==> src/rtl/ret_pkg.sv <==
// ----------------------------------------------------------------------------
// ret_pkg
// Shared types and constants for the Romberg extrapolation table unit.
// ----------------------------------------------------------------------------
package ret_pkg;

    localparam int VALUE_W    = 48;   // signed Q8.40
    localparam int LEVEL_W    = 4;
    localparam int STATUS_W   = 2;
    localparam int RET_LEVELS = 8;
    localparam int FOLD_W     = VALUE_W + 1;

    localparam logic [VALUE_W-1:0] VALUE_MAX = {1'b0, {(VALUE_W-1){1'b1}}};
    localparam logic [VALUE_W-1:0] VALUE_MIN = {1'b1, {(VALUE_W-1){1'b0}}};

    typedef enum logic [STATUS_W-1:0] {
        STATUS_OK      = 2'd0,
        STATUS_SAT     = 2'd1,
        STATUS_IGNORED = 2'd2
    } status_t;

    typedef enum logic [2:0] {
        CELL_IDLE,
        CELL_SUB,
        CELL_ABS,
        CELL_FOLD,
        CELL_FIN
    } cell_state_t;

    // Travels down the chain of cells, one entry of the row at a time.
    typedef struct packed {
        logic               valid;
        logic [LEVEL_W-1:0] row;
        logic [VALUE_W-1:0] value;
        logic               sat;
    } token_t;

endpackage

==> src/rtl/ret_cell.sv <==
// ----------------------------------------------------------------------------
// ret_cell
// One column of the Romberg table. Holds the previous row's entry K-1 and
// turns entry K-1 of the new row into entry K:
//   a + round((a - b) / (4^K - 1)), saturated to 48 bits.
// The division by 2^(2K)-1 folds the dividend one 2K-bit digit per cycle.
// ----------------------------------------------------------------------------
module ret_cell #(
    parameter int K = 1
) (
    input  logic            clk,
    input  logic            rst_n,
    input  ret_pkg::token_t tok_in,
    output ret_pkg::token_t tok_out
);

    localparam int SH = 2 * K;
    localparam logic [ret_pkg::FOLD_W-1:0] DIVISOR =
        (ret_pkg::FOLD_W'(1) << SH) - ret_pkg::FOLD_W'(1);
    localparam logic [ret_pkg::FOLD_W-1:0] HALF =
        (ret_pkg::FOLD_W'(1) << (SH - 1)) - ret_pkg::FOLD_W'(1);
    localparam logic [ret_pkg::LEVEL_W-1:0] COL      = ret_pkg::LEVEL_W'(K);
    localparam logic [ret_pkg::LEVEL_W-1:0] COL_PREV = ret_pkg::LEVEL_W'(K - 1);

    ret_pkg::cell_state_t state_reg, state_next;
    ret_pkg::token_t      tok_reg, tok_next;

    logic [ret_pkg::VALUE_W-1:0] stored_reg, stored_next;   // previous row, entry K-1
    logic [ret_pkg::VALUE_W-1:0] a_reg, a_next;
    logic [ret_pkg::FOLD_W-1:0]  d_reg, d_next;
    logic [ret_pkg::FOLD_W-1:0]  x_reg, x_next;
    logic [ret_pkg::VALUE_W-1:0] q_reg, q_next;
    logic [ret_pkg::LEVEL_W-1:0] row_reg, row_next;
    logic                        sat_reg, sat_next;

    logic [ret_pkg::FOLD_W-1:0]  hi;
    logic [ret_pkg::FOLD_W-1:0]  fold_sum;
    logic [ret_pkg::FOLD_W:0]    s;
    logic                        ovf_hi, ovf_lo;

    assign hi       = x_reg >> SH;
    assign fold_sum = hi + (x_reg & DIVISOR);

    // next state
    always_comb
    begin
        state_next = state_reg;
        unique case (state_reg)
            ret_pkg::CELL_IDLE:
            begin
                if (tok_in.valid && (tok_in.row >= COL))
                    state_next = ret_pkg::CELL_SUB;
            end
            ret_pkg::CELL_SUB:  state_next = ret_pkg::CELL_ABS;
            ret_pkg::CELL_ABS:  state_next = ret_pkg::CELL_FOLD;
            ret_pkg::CELL_FOLD:
            begin
                if (hi == '0)
                    state_next = ret_pkg::CELL_FIN;
            end
            ret_pkg::CELL_FIN:  state_next = ret_pkg::CELL_IDLE;
            default:            state_next = ret_pkg::CELL_IDLE;
        endcase
    end

    // datapath and outputs
    always_comb
    begin
        stored_next    = stored_reg;
        a_next         = a_reg;
        d_next         = d_reg;
        x_next         = x_reg;
        q_next         = q_reg;
        row_next       = row_reg;
        sat_next       = sat_reg;
        tok_next       = tok_reg;
        tok_next.valid = 1'b0;

        s = d_reg[ret_pkg::FOLD_W-1]
            ? {{2{a_reg[ret_pkg::VALUE_W-1]}}, a_reg} - {2'b00, q_reg}
            : {{2{a_reg[ret_pkg::VALUE_W-1]}}, a_reg} + {2'b00, q_reg};
        ovf_hi = !s[ret_pkg::FOLD_W] && (s[ret_pkg::FOLD_W-1:ret_pkg::VALUE_W-1] != 2'b00);
        ovf_lo =  s[ret_pkg::FOLD_W] && (s[ret_pkg::FOLD_W-1:ret_pkg::VALUE_W-1] != 2'b11);

        unique case (state_reg)
            ret_pkg::CELL_IDLE:
            begin
                if (tok_in.valid)
                begin
                    if (tok_in.row >= COL)
                    begin
                        a_next   = tok_in.value;
                        row_next = tok_in.row;
                        sat_next = tok_in.sat;
                    end
                    else
                    begin
                        // row ends left of this column: pass it on, and keep
                        // its last entry when it lands on our slot
                        tok_next = tok_in;
                        if (tok_in.row == COL_PREV)
                            stored_next = tok_in.value;
                    end
                end
            end
            ret_pkg::CELL_SUB:
            begin
                d_next = {a_reg[ret_pkg::VALUE_W-1], a_reg}
                       - {stored_reg[ret_pkg::VALUE_W-1], stored_reg};
            end
            ret_pkg::CELL_ABS:
            begin
                // |d| + (divisor-1)/2 for round to nearest
                x_next      = d_reg[ret_pkg::FOLD_W-1] ? HALF - d_reg : HALF + d_reg;
                q_next      = '0;
                stored_next = a_reg;
            end
            ret_pkg::CELL_FOLD:
            begin
                // x = h*2^n + l = h*(2^n-1) + (h + l)
                if (hi != '0)
                begin
                    q_next = q_reg + hi[ret_pkg::VALUE_W-1:0];
                    x_next = fold_sum;
                end
                else if (x_reg == DIVISOR)
                begin
                    q_next = q_reg + ret_pkg::VALUE_W'(1);
                end
            end
            ret_pkg::CELL_FIN:
            begin
                tok_next.valid = 1'b1;
                tok_next.row   = row_reg;
                tok_next.sat   = sat_reg | ovf_hi | ovf_lo;
                if (ovf_hi)
                    tok_next.value = ret_pkg::VALUE_MAX;
                else if (ovf_lo)
                    tok_next.value = ret_pkg::VALUE_MIN;
                else
                    tok_next.value = s[ret_pkg::VALUE_W-1:0];
            end
            default:
            begin
                tok_next.valid = 1'b0;
            end
        endcase
    end

    always_ff @(posedge clk or negedge rst_n)
    begin
        if (!rst_n)
        begin
            state_reg <= ret_pkg::CELL_IDLE;
            tok_reg   <= '0;
        end
        else
        begin
            state_reg <= state_next;
            tok_reg   <= tok_next;
        end
    end

    always_ff @(posedge clk)
    begin
        stored_reg <= stored_next;
        a_reg      <= a_next;
        d_reg      <= d_next;
        x_reg      <= x_next;
        q_reg      <= q_next;
        row_reg    <= row_next;
        sat_reg    <= sat_next;
    end

    assign tok_out = tok_reg;

endmodule

==> config.mk <==
export PLATFORM = sky130hd
export DESIGN_NAME = ret_cell
export DESIGN_NICKNAME = d
export VERILOG_FILES = /design/src/rtl/ret_pkg.sv /design/src/rtl/ret_cell.sv
export SDC_FILE = /design/constraint.sdc
export NUM_CORES = 1
export LEC_CHECK = 0
export ABC_CLOCK_PERIOD_IN_PS = 9850
export BUFFER_PORTS_ARGS = -buffer_cell sky130_fd_sc_hd__buf_4
export CORE_MARGIN = 4
export CORE_UTILIZATION = 60
export CTS_CLUSTER_DIAMETER = 120
export CTS_CLUSTER_SIZE = 16
export DETAILED_ROUTE_END_ITERATION = 8
export PLACE_DENSITY = 0.78
export SLEW_MARGIN = 20
export SYNTH_ARGS = -nofsm -noshare
export SYNTH_HDL_FRONTEND = slang
export SYNTH_SLANG_ARGS = --single-unit
==> constraint.sdc <==
create_clock -name clk -period 9.85 [get_ports clk]
set_input_delay 1.4775 -clock clk [delete_from_list [all_inputs] [get_ports clk]]
set_output_delay 1.4775 -clock clk [all_outputs]
set_load 0.05 [all_outputs]
==> key figures, run 1 <==
Global routing
  • Total GRT Usage: about 31%
  • Initial antenna violation count: 0
  • First-pass GRT wire length: 106000 um
  • Vias in the first global route: around 19000
  • GR peak layer: met1
  • GRT met3 Usage: 3.67%
  • Met1 GRT Util: 50.3%
  • Met2 global-route usage: a little under half
  • Pin count of the biggest net entering global routing: around 120
  • Total gr overflow: 0

Clocking
  • CTS H-tree lvls: 1
  • Clock-pin slew on the worst setup and hold paths: ~0.08 ns
  • CTS tree: done
  • CTS root buf: clkbuf_16
  • CTS sink count: slightly above 300
  • Post-cts resize count: 0
  • Hold_buf cts: 0
  • Post-CTS Setup Inserts: 0
  • Worst-skew pair later-pin latency: about 0.54 ns
  • Worst-case clock buffer depth: 3
  • CTS buffer count: 22

Synth
  • Share of the synthesized area in the top cell type: a little under a third
  • Post-Synth Simple-Gate Area: 19.1%
  • Async set or reset register ratio after synthesis: between 10% and 20%
  • Post-Synth XOR/XNOR Area: under 10%
  • Syn_area_per_cell: just under 9 um2
  • Ranking of synthesized cells by area: edfxtp_1 (32%), ha_1 (8.0%), dfrtp_1 (6.1%), xnor2_1 (5.9%), a21oi_1 (5.1%)
  • Netlist cell types: 84
  • Net Count, Synth: between 2000 and 3000
  • Register bit total from synthesis: approximately 300
  • Top_reg_cell synth: edfxtp_1
  • Cell Area, Synth: around 24000 um2
  • Largest area contributor in the netlist: edfxtp_1
  • Post-synth EDFFs: roughly 250
  • Synth Warn #: 0
  • Post-synthesis sequential area ratio: between 30% and 40%
  • Post-synthesis cell count: around 2700
  • Adder-Cell Fraction of Synth Area: about 8.3%
  • Largest family of logic cells by synthesized area: compound AO/OA/AOI/OAI gates
  • Compound-cell area share of the yosys netlist: between 20% and 30%
  • Post-synthesis mux area share: less than 1%

Floorplanning
  • Die H: 206 um
  • Core Box Area: 38700 um2
  • Die area: ~42000 um2
  • Initial Util: between 60% and 70%
  • Die width: ~210 um
  • Io pins: 110
  • Std-Cell Rows: between 70 and 80

STA
  • Setup violators final: 0
  • Slew Limit Fails: 0
  • Setup WS post-layout: about 3.7 ns
  • Setup TNS: 0 ns
  • Worst Max-Slew Pin Slew: roughly 1.1 ns
  • Final Cycle Share: ~63%
  • Slew HR: approximately a quarter
  • Max Freq: roughly 0.16 GHz
  • Final Hold Viols: 0
  • Clock skew: 0.0144 ns
  • Fin crit period: about 6.2 ns
  • RSZ-0062 raised after global routing: no

Final layout
  • Commonest non-fill, non-tap cell in the layout: nand2_1
  • Layout cell share with drive strength beyond 1: ~7.6%
  • Largest register FFs: 54
  • Nets: 2865
  • N_diodes: 0
  • Layout area overhead: 6.74%
  • Storage cell area: just under 9000 um2
  • Multi-input logic area: 13600 um2
  • Fill count: 3242
  • Most frequent cells in the layout: nand2_1 (305), edfxtp_1 (247), a21oi_1 (241)
  • Fin area: approximately 25000 um2

Drt
  • DR WL/cell: about 21 um
  • Vias/cell: around 6.4
  • Antenna Violating Nets Remaining: 0
  • First-pass DRT Iterations: 6
  • Vias: about 21000
  • DRC violations left: 0
  • Total wire length: 68200 um
  • First DRT Iteration DRCs: between 2000 and 2500

Run
  • Max-cap violation count: 0

Worst setup path
  • CP required: 10.11 ns
  • CP Capture Type: flop
  • Critical path arrival: 6.46 ns
  • Critical path class: reg2reg
  • Crit path max fanout: 5
  • Crit start category: flop

Placed design
  • Placed cell area: roughly 24000 um2
  • Dpl ws: around 3.7 ns
  • # port buffers: approximately 110
  • GPL Wtd Cong: 0.916
  • DPL Wire Length: 52100 um

Status
  • Outcome: finished clean

Hold path
  • HP Class: reg2reg
## worst max-delay path, cell delays in order (launching register included)
cell and delay (ns):
edfxtp_1 0.53, nor4_1 0.80, nand4_1 0.21, nor3_1 0.69
or2_2 0.24, ha_1 0.15, inv_1 0.05, fa_1 0.37
nor2b_1 0.21, o31ai_1 0.15, a2111oi_0 0.67, o21ai_0 0.30
o21ai_0 0.43, a221oi_1 0.26, nor4_1 0.48, a31oi_1 0.17
xor2_1 0.15, nor2_1 0.06
## cells in the mapped netlist (all sizes together) (5+ instances only)
library cell	count
a211o	6
a21oi	241
and3	42
o21a	21
nor3b	8
a41oi	6
nor3	63
nand2	307
and4	7
nor4	38
o211ai	28
nor2b	27
nand3	51
dfrtp	57
a21boi	9
buf	22
edfxtp	247
or2	11
a211oi	14
inv	110
clkbuf	144
ha	150
nand4	50
o21bai	23
a221oi	5
xnor2	158
and2	17
a31oi	33
o221ai	25
xor2	96
nand2b	23
a2111oi	7
or3	19
a22oi	23
a21o	78
or4	17
a311o	5
nor2	240
nand3b	7
o31a	10
o21ai	144
o2111ai	5
o31ai	17
## per-stage QoR
| stage | utilization, % | cells | hold WS, ns |
|---|---|---|---|
| floorplan | - | 2673 | 0.426 |
| global placement | 63.2 | 3149 | 0.440 |
| detailed placement | 63.2 | 3149 | 0.451 |
| CTS | 64.8 | 3181 | 0.461 |
| global route | 64.8 | 3181 | 0.482 |
| finish | 64.8 | 3181 | 0.462 |
## path summary, 6_finish.rpt
path,to,cells past startpoint,from,slack (ns)
setup / recovery,q_reg[46],17,x_reg[7],3.66
hold / removal,tok_out[50],2,row_reg[1],0.46
setup reg to reg,q_reg[46],17,x_reg[7],3.66
hold reg to reg,tok_out[50],2,row_reg[1],0.46
max in group asynchronous,tok_out[6],1,rst_n,8.34
min in group asynchronous,tok_out[44],1,rst_n,0.98
## final cells by class
type / count / share of cell area (%)
clock buffer: 32 / 2.43
inverter: 110 / 1.65
multi-input combinational: 2093 / 54.3
sequential: 304 / 35.2
tap: 518 / 2.58
timing repair buffer: 124 / 3.76
## cells by family (layout without fill, tap and decap cells)
group / after synthesis / count (layout)
mux: 7 / 7
xor+xnor: 254 / 254
simple gates: 938 / 938
buf+inv: 276 / 266
flops: 304 / 304
fa+ha+maj: 154 / 154
compound gates: 740 / 740
## metal layers
metal / vias up / wire length, um
met5: - / 0
met3: 92 / 7040
met1: 9635 / 31300
li1: 9686 / -
met2: 1088 / 28200
met4: 0 / 1610
Power of run 1 is left out: the tool's default activity adds up to more than one toggle a clock period on the data nets, which glitch-free logic cannot reach.
==> run 2, diff against run 1 <==
Settings changed: ABC_CLOCK_PERIOD_IN_PS 9850 to 6100.
Clock period 9.85 ns to 6.1 ns, I/O delays scaled along.
==> run 2 against run 1 <==
Effect of this change: first-iteration DRC count is 12% higher; count of clock-buffer cells in the layout is 8 higher; critical path depth is 1 higher; worst setup slack worse by 3.3 ns; cell area is 0.49% higher; wire length is 0.15% higher; clock skew hardly changed; critical endpoint unchanged; maximum frequency is 8.4% higher; worst hold slack worse by 0.035 ns; global-route usage is 0.24 points higher; die area stayed put.
==> key figures, run 2 (synthesis results as in run 1) <==
Status
  • Outcome: finished clean

Global routing
  • Pin count of the biggest net entering global routing: 58 (-50%)
  • Vias in the first global route: 19000 (-0.39%)
  • GRT met3 Usage: 4.50% (+0.83 points)
  • Initial antenna violation count: 2 (+2)
  • GR peak layer: met1
  • Total gr overflow: 0 (unchanged)
  • Met1 GRT Util: 49.4% (-0.83 points)
  • Met2 global-route usage: 45.8% (+0.68 points)
  • Total GRT Usage: 31.5% (+0.24 points)
  • First-pass GRT wire length: 106000 um (-0.32%)

Final layout
  • Commonest non-fill, non-tap cell in the layout: nand2_1
  • Most frequent cells in the layout: nand2_1 (304), edfxtp_1 (247), a21oi_1 (241)
  • Fin area: 25200 um2 (+0.49%)
  • Layout cell share with drive strength beyond 1: 7.99% (+0.36 points)
  • Nets: 2874 (+0.31%)
  • Final cell utilization of the core: 65.1% (+0.32 points)
  • Final Non-Filler Cells: 3199 (+0.57%)
  • Largest register FFs: 54 (unchanged)
  • Fill count: 3176 (-2.0%)
  • Layout area overhead: 7.26%

Placed design
  • GPL Wtd Cong: 0.945 (+3.1%)
  • # port buffers: 109 (unchanged)
  • Placed cell area: 24600 um2 (+0.28%)
  • DPL Wire Length: 52500 um (+0.82%)
  • Placed cells: 3158 (+0.29%)

Floorplanning
  • Initial Util: 60.7% (unchanged)
  • Core Box Area: 38700 um2 (unchanged)
  • Die area: 42400 um2 (unchanged)
  • Io pins: 110 (unchanged)
  • Std-Cell Rows: 72 (unchanged)
  • Die H: 206 um (unchanged)
  • Die width: 206 um (unchanged)

Clocking
  • CTS buffer count: 22 (unchanged)
  • Worst-case clock buffer depth: 3 (unchanged)
  • Post-CTS Setup Inserts: 0 (unchanged)
  • CTS H-tree lvls: 1 (unchanged)
  • Clock-pin slew on the worst setup and hold paths: 0.08 ns (about the same)
  • CTS root buf: clkbuf_16
  • CTS sink count: 304 (unchanged)
  • CTS tree: done
  • Worst-skew pair later-pin latency: 0.55 ns (about the same)

Worst setup path
  • R2R depth: 18 (+1)
  • Critical path class: reg2reg
  • FF-to-FF setup slack: 0.39 ns (-3.27 ns)
  • Critical path arrival: 6.00 ns (-0.46 ns)
  • R2R Path Start: x_reg[25]
  • CP Capture Type: flop
  • Critical R2R Capture: q_reg[46]
  • Crit start category: flop
  • Crit path max fanout: 6 (+1)
  • CP required: 6.39 ns (-3.72 ns)

STA
  • Setup violators final: 0 (unchanged)
  • Setup TNS: 0 ns (unchanged)
  • Clock skew: 0.0145 ns (+0.0000896 ns)
  • Slew Limit Fails: 0 (unchanged)
  • Max Freq: 0.175 GHz (+8.4%)
  • RSZ-0062 raised after global routing: no
  • Fin crit period: 5.71 ns (-0.479 ns)
  • Slew HR: 28.0% (+2.7 points)
  • Final Cycle Share: 93.7% (+31 points)
  • Final Hold Viols: 0 (unchanged)
  • Worst Max-Slew Pin Slew: 1.08 ns (-0.0407 ns)

Drt
  • Total wire length: 68300 um (+0.15%)
  • Vias: 20500 (-0.044%)
  • Antenna Violating Nets Remaining: 0 (unchanged)
  • First DRT Iteration DRCs: 2604 (+12%)
  • DR WL/cell: 21.3 um (-0.42%)
  • First-pass DRT Iterations: 6 (unchanged)
  • DRC violations left: 0 (unchanged)
  • Vias/cell: 6.41 (-0.61%)

Hold path
  • HP Class: in2async

Run
  • Max-cap violation count: 0 (unchanged)
[run 2: repair_timing]
item / 4_1_cts / 5_1_grt
setup endpoints to repair: 0 / 46
resized for setup: 0 / 3
hold buffers: 0 / 0
[run 2: through the flow]
| step | setup slack, ns | hold slack, ns |
|---|---|---|
| finish | 0.387 | 0.427 |
| global route | 0.0530 | 0.480 |
| CTS | 0.248 | 0.447 |
| detailed placement | 0.307 | 0.449 |
| global placement | 0.446 | 0.436 |
| floorplan | 1.01 | 0.426 |
[run 2: area by class of cell]
type / instances / area, um2 / area share [%]
diodes: 1 / 2.50 / 0.00992
flip-flops and latches: 304 / 8840 / 35.1
multi-input cells: 2093 / 13700 / 54.2
clock buffers: 40 / 639 / 2.54
well taps: 518 / 648 / 2.57
inverters: 110 / 413 / 1.64
repair buffers: 133 / 1010 / 4.01
[run 2: routing by layer]
metal	wire length [um]	vias up
met3	6390	94
met5	8	-
li1	-	9717
met2	28600	970
met1	31500	9709
met4	1850	2
[run 2: worst max-delay path, stage by stage, from the launching register on]
cell and delay, ns:
edfxtp_1 0.54, nor4_1 0.52, nand4_1 0.25, nor3_1 0.24, buf_4 0.17, or2_2 0.14
ha_1 0.17, inv_1 0.06, fa_1 0.39, nor2b_1 0.23, o31ai_1 0.18, a2111oi_0 0.78
o21ai_0 0.35, o21ai_0 0.31, a221oi_1 0.22, nor4_1 0.52, a31oi_1 0.18, xor2_1 0.16
nor2_1 0.05
[run 2: worst max-delay path by stage]
stage	from	to	slack (ns)	cells past startpoint
2_1_floorplan	q_reg[4]	tok_out[24]	1.01	20
3_3_place_gp	q_reg[15]	tok_out[47]	0.45	14
3_5_place_dp	q_reg[15]	tok_out[47]	0.31	14
4_1_cts	q_reg[15]	tok_out[47]	0.25	14
5_1_grt	x_reg[25]	q_reg[46]	0.05	18
6_report	x_reg[25]	q_reg[46]	0.39	18
Power of run 2 is left out for the same reason.
